File: config.mk
export PLATFORM = sky130hd
export DESIGN_NAME = sorted_priority_queue
export DESIGN_NICKNAME = d
export VERILOG_FILES = /design/src/sv/spq_pkg.sv /design/src/sv/sorted_priority_queue.sv /design/src/sv/spq_slot.sv
export SDC_FILE = /design/constraint.sdc
export NUM_CORES = 2
export LEC_CHECK = 0
export BUFFER_PORTS_ARGS = -buffer_cell sky130_fd_sc_hd__buf_2
export CORE_MARGIN = 1
export CORE_UTILIZATION = 50
export DETAILED_ROUTE_END_ITERATION = 16
export HOLD_SLACK_MARGIN = 0.03
export PLACE_DENSITY_LB_ADDON = 0.1
export SLEW_MARGIN = 20
export SYNTH_ARGS = -nofsm -noshare
export SYNTH_HDL_FRONTEND = slang
export SYNTH_SLANG_ARGS = --single-unit
File: constraint.sdc
create_clock -name clk_i -period 5.4 [get_ports clk_i]
set_input_delay 0.27 -clock clk_i [delete_from_list [all_inputs] [get_ports clk_i]]
set_output_delay 0.27 -clock clk_i [all_outputs]
set_load 0.005 [all_outputs]
File: src/sv/spq_pkg.sv
// ----------------------------------------------------------------------------
// spq_pkg: shared codes and types for the sorted priority queue
// Action and status codes, and the per-cycle operation word broadcast to
// every slot of the sorted chain.
// ----------------------------------------------------------------------------
package spq_pkg;

  // Action codes carried on the input tuser
  localparam logic [1:0] ACT_INSERT     = 2'd0;
  localparam logic [1:0] ACT_REMOVE_TOP = 2'd1;
  localparam logic [1:0] ACT_REMOVE_PRI = 2'd2;

  // Status codes carried on the output tuser
  localparam logic [1:0] STAT_OK        = 2'd0;
  localparam logic [1:0] STAT_FULL      = 2'd1;
  localparam logic [1:0] STAT_EMPTY     = 2'd2;
  localparam logic [1:0] STAT_NOT_FOUND = 2'd3;

  // Operation broadcast to all slots in the execute cycle
  typedef struct packed {
    logic ins_en;   // place the new entry, shift lower entries back
    logic rmf_en;   // every slot takes its right neighbor
    logic rmp_en;   // slots at or after the match take their right neighbor
  } spq_op_t;

endpackage : spq_pkg

File: src/sv/sorted_priority_queue.sv
// ----------------------------------------------------------------------------
// sorted_priority_queue: priority queue kept sorted in a chain of slots
// Entries sit in descending priority order, slot 0 at the front. Each word
// inserts, removes the front or removes the first entry of a given priority,
// and returns status, count and the front entry.
//
//   port group   dir  tdata (low bit up)                           tuser
//   s_axis       in   item_value, item_priority                    action
//   m_axis       out  queue_empty, entry_count, front_value,       status
//                     front_priority
//
// Each word is captured in the idle state, then executed in the execute state,
// in which every slot compares with the broadcast priority and shifts in parallel.
// The execute cycle waits while the output register holds an untaken word;
// a new word is taken while a result still waits.
// Reset empties the queue at once; no clearing pass.
// ----------------------------------------------------------------------------
module sorted_priority_queue #(
  parameter int CAPACITY       = 16,
  parameter int VALUE_WIDTH    = 32,
  parameter int PRIORITY_WIDTH = 16
) (
  input  logic clk_i,
  input  logic rst_ni,
  input  logic s_axis_tvalid,
  output logic s_axis_tready,
  // item_value, item_priority
  input  logic [((VALUE_WIDTH+PRIORITY_WIDTH+7)/8)*8-1:0] s_axis_tdata,
  // action
  input  logic [1:0] s_axis_tuser,
  output logic m_axis_tvalid,
  input  logic m_axis_tready,
  // queue_empty, entry_count, front_value, front_priority
  output logic [((1+$clog2(CAPACITY+1)+VALUE_WIDTH+PRIORITY_WIDTH+7)/8)*8-1:0]
               m_axis_tdata,
  // status
  output logic [1:0] m_axis_tuser
);
  import spq_pkg::*;

  localparam int VW  = VALUE_WIDTH;
  localparam int PW  = PRIORITY_WIDTH;
  localparam int CW  = $clog2(CAPACITY+1);
  localparam int ODW = ((1+CW+VW+PW+7)/8)*8;
  localparam int OPW = ODW - (1+CW+VW+PW);

  typedef enum logic [1:0] {
    ST_IDLE = 2'b01,
    ST_EXEC = 2'b10
  } state_e;

  state_e        state_q, state_d;
  logic [1:0]    act_q;
  logic [VW-1:0] cval_q;
  logic [PW-1:0] cpri_q;
  logic [CW-1:0] count_q, count_d;
  logic          out_valid_q;
  logic [ODW-1:0] out_data_q;
  logic [1:0]    out_stat_q;

  logic          in_fire, out_free, go;
  logic          full, empty, found;
  logic [1:0]    stat;
  spq_op_t       op;

  logic          c_valid [CAPACITY];
  logic [VW-1:0] c_val   [CAPACITY];
  logic [PW-1:0] c_pri   [CAPACITY];
  logic          c_ge    [CAPACITY];
  logic [CAPACITY-1:0] c_eq;
  logic          n_valid [CAPACITY];
  logic [VW-1:0] n_val   [CAPACITY];
  logic [PW-1:0] n_pri   [CAPACITY];

  assign s_axis_tready = (state_q == ST_IDLE);
  assign in_fire       = s_axis_tvalid && s_axis_tready;
  assign out_free      = !out_valid_q || m_axis_tready;
  assign go            = (state_q == ST_EXEC) && out_free;

  assign full  = (count_q == CW'(CAPACITY));
  assign empty = (count_q == '0);
  assign found = |c_eq;

  // Decide the operation and its status
  always_comb begin
    op      = '0;
    stat    = STAT_OK;
    count_d = count_q;
    case (act_q)
      ACT_INSERT: begin
        if (full) begin
          stat = STAT_FULL;
        end else begin
          op.ins_en = go;
          count_d   = count_q + 1'b1;
        end
      end
      ACT_REMOVE_TOP: begin
        if (empty) begin
          stat = STAT_EMPTY;
        end else begin
          op.rmf_en = go;
          count_d   = count_q - 1'b1;
        end
      end
      ACT_REMOVE_PRI: begin
        if (empty) begin
          stat = STAT_EMPTY;
        end else if (!found) begin
          stat = STAT_NOT_FOUND;
        end else begin
          op.rmp_en = go;
          count_d   = count_q - 1'b1;
        end
      end
      default: begin
        stat = STAT_OK;
      end
    endcase
  end

  // Chain of slots
  for (genvar i = 0; i < CAPACITY; i++) begin : g_slot
    logic          lv, lg, rv;
    logic [VW-1:0] lval, rval;
    logic [PW-1:0] lpri, rpri;

    if (i == 0) begin : g_head
      assign lv   = 1'b0;
      assign lval = '0;
      assign lpri = '0;
      assign lg   = 1'b0;
    end else begin : g_mid
      assign lv   = c_valid[i-1];
      assign lval = c_val[i-1];
      assign lpri = c_pri[i-1];
      assign lg   = c_ge[i-1];
    end

    if (i == CAPACITY-1) begin : g_tail
      assign rv   = 1'b0;
      assign rval = '0;
      assign rpri = '0;
    end else begin : g_body
      assign rv   = c_valid[i+1];
      assign rval = c_val[i+1];
      assign rpri = c_pri[i+1];
    end

    spq_slot #(
      .VW(VW),
      .PW(PW)
    ) u_slot (
      .clk_i        (clk_i),
      .rst_ni       (rst_ni),
      .op_i         (op),
      .cmd_val_i    (cval_q),
      .cmd_pri_i    (cpri_q),
      .left_valid_i (lv),
      .left_val_i   (lval),
      .left_pri_i   (lpri),
      .left_ge_i    (lg),
      .right_valid_i(rv),
      .right_val_i  (rval),
      .right_pri_i  (rpri),
      .valid_o      (c_valid[i]),
      .val_o        (c_val[i]),
      .pri_o        (c_pri[i]),
      .ge_o         (c_ge[i]),
      .eq_o         (c_eq[i]),
      .valid_d_o    (n_valid[i]),
      .val_d_o      (n_val[i]),
      .pri_d_o      (n_pri[i])
    );
  end

  // Sequence capture and execute
  always_comb begin
    state_d = state_q;
    case (state_q)
      ST_IDLE: begin
        if (in_fire) state_d = ST_EXEC;
      end
      ST_EXEC: begin
        if (out_free) state_d = ST_IDLE;
      end
      default: begin
        state_d = ST_IDLE;
      end
    endcase
  end

  // Control state
  always_ff @(posedge clk_i or negedge rst_ni) begin
    if (!rst_ni) begin
      state_q     <= ST_IDLE;
      count_q     <= '0;
      out_valid_q <= 1'b0;
    end else begin
      state_q <= state_d;
      if (go) begin
        count_q     <= count_d;
        out_valid_q <= 1'b1;
      end else if (m_axis_tready) begin
        out_valid_q <= 1'b0;
      end
    end
  end

  // Capture the word; mask fields to their widths
  always_ff @(posedge clk_i) begin
    if (in_fire) begin
      act_q  <= s_axis_tuser;
      cval_q <= s_axis_tdata[VW-1:0];
      cpri_q <= s_axis_tdata[VW+PW-1:VW];
    end
  end

  // Load the result word from the front slot's next content
  always_ff @(posedge clk_i) begin
    if (go) begin
      out_stat_q <= stat;
      if (!n_valid[0]) begin
        out_data_q <= {{OPW{1'b0}}, {PW{1'b0}}, {VW{1'b0}}, count_d, 1'b1};
      end else begin
        out_data_q <= {{OPW{1'b0}}, n_pri[0], n_val[0], count_d, 1'b0};
      end
    end
  end

  assign m_axis_tvalid = out_valid_q;
  assign m_axis_tdata  = out_data_q;
  assign m_axis_tuser  = out_stat_q;

endmodule : sorted_priority_queue

File: src/sv/spq_slot.sv
// ----------------------------------------------------------------------------
// spq_slot: one position of the sorted chain
// Holds one entry, compares it with the broadcast priority and takes the
// new entry, its left neighbor or its right neighbor as the operation asks.
// ----------------------------------------------------------------------------
module spq_slot #(
  parameter int VW = 32,
  parameter int PW = 16
) (
  input  logic            clk_i,
  input  logic            rst_ni,
  input  spq_pkg::spq_op_t op_i,
  input  logic [VW-1:0]   cmd_val_i,
  input  logic [PW-1:0]   cmd_pri_i,
  input  logic            left_valid_i,
  input  logic [VW-1:0]   left_val_i,
  input  logic [PW-1:0]   left_pri_i,
  input  logic            left_ge_i,
  input  logic            right_valid_i,
  input  logic [VW-1:0]   right_val_i,
  input  logic [PW-1:0]   right_pri_i,
  output logic            valid_o,
  output logic [VW-1:0]   val_o,
  output logic [PW-1:0]   pri_o,
  output logic            ge_o,
  output logic            eq_o,
  output logic            valid_d_o,
  output logic [VW-1:0]   val_d_o,
  output logic [PW-1:0]   pri_d_o
);
  import spq_pkg::*;

  logic          valid_q, valid_d;
  logic [VW-1:0] val_q, val_d;
  logic [PW-1:0] pri_q, pri_d;
  logic          ge;

  // Empty slots and entries not above the broadcast priority sit behind it
  assign ge   = !valid_q || (cmd_pri_i >= pri_q);
  assign ge_o = ge;
  assign eq_o = valid_q && (pri_q == cmd_pri_i);

  // Pick the next content of this slot
  always_comb begin
    valid_d = valid_q;
    val_d   = val_q;
    pri_d   = pri_q;
    if (op_i.ins_en && ge) begin
      if (left_ge_i) begin
        valid_d = left_valid_i;
        val_d   = left_val_i;
        pri_d   = left_pri_i;
      end else begin
        valid_d = 1'b1;
        val_d   = cmd_val_i;
        pri_d   = cmd_pri_i;
      end
    end
    if (op_i.rmf_en || (op_i.rmp_en && ge)) begin
      valid_d = right_valid_i;
      val_d   = right_val_i;
      pri_d   = right_pri_i;
    end
  end

  // Occupied flag
  always_ff @(posedge clk_i or negedge rst_ni) begin
    if (!rst_ni) begin
      valid_q <= 1'b0;
    end else begin
      valid_q <= valid_d;
    end
  end

  // Entry payload
  always_ff @(posedge clk_i) begin
    val_q <= val_d;
    pri_q <= pri_d;
  end

  assign valid_o   = valid_q;
  assign val_o     = val_q;
  assign pri_o     = pri_q;
  assign valid_d_o = valid_d;
  assign val_d_o   = val_d;
  assign pri_d_o   = pri_d;

endmodule : spq_slot

# --- Yosys cells after proc, flatten, opt, wreduce, memory -nomap -nowiden ---
# Index checks and enable logic that the tools add are counted.
word_totals:
  register_bits: 898
  output_inout_bits: 60
classes:
  n_eq_ne: 23
  reduce_logical: 120
  magnitude_cmp: 16
  addsub: 2
  muxes: 160
ops:
  columns: ["op", "n"]
  rows:
  - ["$mux W32", 45]
  - ["$mux W16", 45]
  - ["$eq A16 B16 Y1", 16]
  - ["$ge A16 B16 Y1", 16]
  - ["$mux W1", 58]
  - ["$logic_and A1 B1 Y1", 50]
  - ["$logic_or A1 B1 Y1", 33]
  - ["$reduce_bool A2 Y1", 16]
  - ["$mux W5", 4]
  - ["$logic_not A1 Y1", 17]
  - ["$reduce_or A16 Y1", 1]
  - ["$pmux W5 S3", 1]
  - ["$mux W2", 5]
  - ["$pmux W2 S3", 1]
  - ["$add A5 B1 Y5 const B", 1]
  - ["$eq A5 B5 Y1 const B", 1]
  - ["$logic_not A5 Y1", 1]
  - ["$sub A5 B1 Y5 const B", 1]
  - ["$eq A2 B1 Y1 const B", 2]
  - ["$eq A2 B2 Y1 const B", 2]
  - ["$pmux W2 S2", 1]
  - ["$logic_not A2 Y1", 1]
  - ["$ne A2 B1 Y1 const B", 1]
  - ["$ne A2 B2 Y1 const B", 1]
  - ["$reduce_and A2 Y1", 1]

# --- Depth between registers and ports, before layout ---
logic_depth:
  depth_word: 10
  mapped_depth: 15
  mapped_depth_nobuf: 10

# --- By module ---
# Synthesis repeated with hierarchy kept, for this count alone.
unflattened:
  cells_unflattened: 4789
  hier_area_um2: 47738.3
modules_own_cells:
  columns: ["mod", "area_per_inst_um2", "seq_area_each_um2", "instances", "cells_per_inst"]
  rows:
  - ["spq_slot (g_slot[1].u_slot ...)", 2708.8, 985.9, 9, 282]
  - ["spq_slot (g_slot[0].u_slot ...)", 2705.1, 985.9, 7, 282]
  - ["sorted_priority_queue", 4423.0, 3384.5, 1, 277]

# --- Worst setup path after synthesis ---
# Ideal clock, no wire load.
synth_timing:
  kind: "register -> register"
  start: "reg state_q[0]"
  end: "reg g_slot[5].u_slot.pri_q[0] (enable)"
  stages_incl_launch_ff: 7
  path_slack_ps: 943
  setup_ps: 594
  t_arrival_ps: 3864
  n_path_buf: 0
  period_less_slack_ps: 4457
  cell_sequence: "dfstp_2 nor2b_1 nand2_1 clkinv_1 nand3_1 o21ai_1 nand2b_1"
synth_via:
  elab_chain_len: 8
  word_cells_on_any_way: 13
synth_rtl:
  columns: ["element", "line_no", "rtl"]
  rows:
  - ["from (decl)", "sorted_priority_queue.sv:52", "state_e state_q, state_d;"]
  - ["from (signal assigned)", "sorted_priority_queue.sv:200", "state_q <= state_d;"]
  - ["$eq A2 B2 Y1 *", "sorted_priority_queue.sv:78", "assign go = (state_q == ST_EXEC) && out_free;"]
  - ["$logic_and A1 B1 Y1 *", "sorted_priority_queue.sv:78", null]
  - ["net go", "sorted_priority_queue.sv:61", "logic in_fire, out_free, go;"]
  - ["$mux W1", "sorted_priority_queue.sv:109", "end else if (!found) begin"]
  - ["$mux W1", "sorted_priority_queue.sv:107", "if (empty) begin"]
  - ["$mux W1", "sorted_priority_queue.sv:89", "case (act_q)"]
  - ["$logic_and A1 B1 Y1", "spq_slot.sv:59", "if (op_i.rmf_en || (op_i.rmp_en && ge)) begin"]
  - ["$logic_or A1 B1 Y1", "spq_slot.sv:59", null]
  - ["$reduce_bool A2 Y1 (no source line) *", null, null]
  - ["to (signal assigned)", "spq_slot.sv:78", "pri_q <= pri_d;"]
  - ["to (decl)", "spq_slot.sv:35", "logic [PW-1:0] pri_q, pri_d;"]
# Mark *: on every way through the listed nets, which the timed path passes. The rest lies on a longest branch.
# A chain may end at the register's enable or synchronous reset.

# --- Worst setup path in the final report ---
layout_timing:
  start: "reg cpri_q[15]"
  end: "reg g_slot[7].u_slot.val_q[19] (enable)"
layout_via:
  elab_chain_len: 9
  word_cells_on_any_way: 42
layout_rtl:
  columns: ["element", "line_no", "rtl"]
  rows:
  - ["from (decl)", "sorted_priority_queue.sv:55", "logic [PW-1:0] cpri_q;"]
  - ["from (signal assigned)", "sorted_priority_queue.sv:215", "cpri_q <= s_axis_tdata[VW+PW-1:VW];"]
  - ["$eq A16 B16 Y1", "spq_slot.sv:41", "assign eq_o = valid_q && (pri_q == cmd_pri_i);"]
  - ["$logic_and A1 B1 Y1", "spq_slot.sv:41", null]
  - ["$reduce_or A16 Y1", "sorted_priority_queue.sv:82", "assign found = |c_eq;"]
  - ["$mux W1", "sorted_priority_queue.sv:109", null]
  - ["$mux W1", "sorted_priority_queue.sv:107", null]
  - ["$mux W1", "sorted_priority_queue.sv:89", null]
  - ["$logic_and A1 B1 Y1", "spq_slot.sv:59", null]
  - ["$logic_or A1 B1 Y1", "spq_slot.sv:59", null]
  - ["$reduce_bool A2 Y1 (no source line) *", null, null]
  - ["to (signal assigned)", "spq_slot.sv:77", "val_q <= val_d;"]
  - ["to (decl)", "spq_slot.sv:34", "logic [VW-1:0] val_q, val_d;"]
# Every way passes the cells marked *; elsewhere a longest branch is shown, timed or not.

==> flow_summary_export.csv <==
group,metric,value,unit
floorplan,initial_core_util,0.505,
floorplan,dieWidth,318,um
placed_design,pre_cts_ws,0.606,ns
timing,layout_setup_ws,0.603,ns
timing,fmax,208,MHz
critical_path,cp.required,5.81,ns
timing,finalCritPeriodShare,0.888,
yosys,synth_area_leader_cell,"edfxtp_1",
timing,setup_violations,0,
clock_tree,htreeDepth,3,
clock_tree,numCtsBuffers,103,
critical_path,arrival,5.21,ns
floorplan,die_height,318,um
clock_tree,cts_buffer_depth,3,
routing,first_pass_iters,5,
final_layout,layout_commonest_cell,"edfxtp_1",
routing,route.met2.wl,63600,um
critical_path,crit_path_top_delay_cell,"edfxtp_1",
final_layout,diodes,0,
placed_design,place_area,52200,um2
placed_design,portBuffers,111,
critical_path,path_cells,"buf_4 > ha_1 > nand4_1 > nor4_4 > a22oi_1 > nand4_1 > o21ai_2 > buf_4 > o21ai_4 > or2_2 > buf_12",
routing,highest_layer,"met4",
timing,max_slew.worst_pin.slew,1.10,ns
yosys,avgSynthCellArea,10.5,um2
critical_path,slowest_delay,0.76,ns
final_layout,fin_nets,5148,
yosys,synth.top_cell.area_share,0.469,
clock_tree,cts_tree,"done",
timing,slew_headroom,0.259,
critical_path,crit_fanout,38,
timing,rsz0062_at_grt,"false",
yosys,async_reset_ff_frac,0.0267,
grt,grt_pass1_vias,36900,
clock_tree,cts.reportedPaths.clkPinSlew,0.06,ns
yosys,ys_seq_area_frac,0.520,
job,drv_cap,0,
routing,drcViolationCount,0,
yosys,syn-cell-area,49800,um2
yosys,ys_types,71,
floorplan,pin_count,114,
floorplan,die_area,101000,um2
power,leakagePower,22.1,nW
yosys,synth_area_leaders,"edfxtp_1 (47%), mux2i_1 (14%), o21ai_0 (7.2%)",
placed_design,hpwlAfterDp,90200,um
placed_design,gp_congestion,0.861,
final_layout,syn_to_final_growth,13.0,%
run_status,status,"complete, no violations",
critical_path,crit_type,"reg -> reg",
final_layout,drive_gt1_frac,0.0953,
timing,layout_min_cycle_time,4.80,ns
clock_tree,clk_latency,0.71,ns
routing,drt_iter0_markers,2564,
routing,dr_total_vias,36600,
clock_tree,cts.sinks,898,
timing,fin_setup_tns,0,ns
critical_path,cp-start-kind,"flop",
power,power.density,401,nW/um2
final_layout,postLayoutCellArea,56200,um2
routing,met1_length,64100,um
grt,grtUsageTotal,0.271,
timing,fin_skew,0.0294,ns
grt,antenna_found_initial,1,
floorplan,rows,115,
clock_tree,cts_root_buf,"clkbuf_16",
yosys,ys_ff_latch,898,
critical_path,path_buf_inv,3,
routing,wl_met3,6660,um
yosys,synthFlopType,"edfxtp_1",
final_layout,final_cell_mix,"edfxtp_1 (778), nand2_1 (746), o21ai_0 (718)",
routing,routed_wl,138000,um
grt,grt_pass1_wl,215000,um
yosys,synth_edf_count,778,
routing,ant_nets,0,
floorplan,core-area,98600,um2
timing,slew_violations,0,
grt,grt_max_degree,98,
power,peakVddDrop,0.000268,V
yosys,ys_warn_count,0,
grt,overflow,0,
routing,via_per_inst,5.89,
timing,hold_slack,0.155,ns
yosys,synthCells,4764,
routing,wl_per_cell,22.2,um
hold_path,hold_class,"in -> async",
critical_path,cpLargestDelayFamily,"simple AND/OR/NAND/NOR gates",
timing,final-hold-violation-count,0,
critical_path,endpoint_kind,"flop",
==> metal layers <==
metal  GRT usage  vias to the layer above
met4      0.0766                        0
met1       0.379                    18200
met5           0                        -
met2       0.442                      812
met3      0.0340                      182
li1            -                    17400
==> cell type report <==
class / count / area, um2
clock buffers: 131 / 2770
clock inverters: 60 / 689
fillers: 8514 / 42300
inverters: 290 / 1090
multi-input cells: 3249 / 21700
flip-flops and latches: 898 / 25900
well taps: 1287 / 1610
repair buffers: 294 / 2470
==> power breakdown <==
part           leakage (nW)  total [mW]  switching, mW  internal (mW)
clock                  1.69        7.22           3.04           4.18
sequential             8.16        9.22          0.505           8.71
combinational          12.2        6.11           3.61           2.50
==> worst paths after layout <==
check | startpoint | cells after the start | slack, ns | end
min in group clk_i | s_axis_tdata[15] | 2 | 0.28 | cval_q[15]$_DFFE_PP_
max in group asynchronous | rst_ni | 2 | 4.77 | g_slot[14].u_slot.valid_o$_DFFE_PN0P_
worst max register to register | cpri_q[15]$_DFFE_PP_ | 11 | 0.60 | g_slot[7].u_slot.val_o[19]$_DFFE_PP_
worst max-delay path | cpri_q[15]$_DFFE_PP_ | 11 | 0.60 | g_slot[7].u_slot.val_o[19]$_DFFE_PP_
worst min-delay path | rst_ni | 2 | 0.16 | count_q[1]$_DFFE_PN0P_
worst min register to register | g_slot[1].u_slot.pri_o[13]$_DFFE_PP_ | 2 | 0.50 | g_slot[0].u_slot.pri_o[13]$_DFF_P_
==> synthesized netlist by cell type, types with 82 or more instances <==
master / count
mux2i_1: 683
edfxtp_1: 778
inv_1: 288
dfxtp_1: 96
a211oi_1: 82
buf_2: 103
nor2_1: 193
nand2_1: 748
a21oi_1: 134
clkbuf_1: 211
o21ai_0: 719
ha_1: 258
==> flip-flops by register name, indices dropped and copies added (netlist names) <==
| register | flops |
|---|---|
| act_q | 2 |
| g_slot.u_slot.pri_o | 256 |
| m_axis_tdata | 54 |
| g_slot.u_slot.val_o | 512 |
| cpri_q | 16 |
| state_q | 2 |
| m_axis_tuser | 2 |
| m_axis_tvalid | 1 |
| cval_q | 32 |
| count_q | 5 |
| g_slot.u_slot.valid_o | 16 |
==> per-stage QoR <==
stage	std cells	total power [mW]	utilization
floorplan	4765	13.6	-
global placement	5965	15.2	0.530
detailed placement	5965	15.4	0.530
CTS	6209	22.6	0.571
global route	6209	23.6	0.571
finish	6209	22.5	0.571
==> kinds of logic after synthesis <==
kind of cell	Yosys count	share of synthesized area
and+or+nand+nor	1198	0.102
AOI/OAI and AO/OA	1103	0.125
DFF	898	0.520
muxes	685	0.138
buffers and inverters	618	0.0497
adders and majority gates	258	0.0648
xor gates and xnor gates	3	0.000528
other	1	0.0000753
==> repair_timing <==
| item | 4_1_cts | 5_1_grt |
|---|---|---|
| buffers inserted | 0 | 0 |
| resized for setup | 0 | 0 |
| hold buffers | 53 | 0 |
| hold endpoints to repair | 77 | 0 |
==> worst register-to-register path, stage by stage, from the launching register on <==
cell      delay [ns]
edfxtp_1        0.76
buf_4           0.29
ha_1            0.25
nand4_1         0.19
nor4_4          0.09
a22oi_1         0.33
nand4_1         0.47
o21ai_2         0.73
buf_4           0.36
o21ai_4         0.20
or2_2           0.52
buf_12          0.25
(Power assumes the default switching activity.)
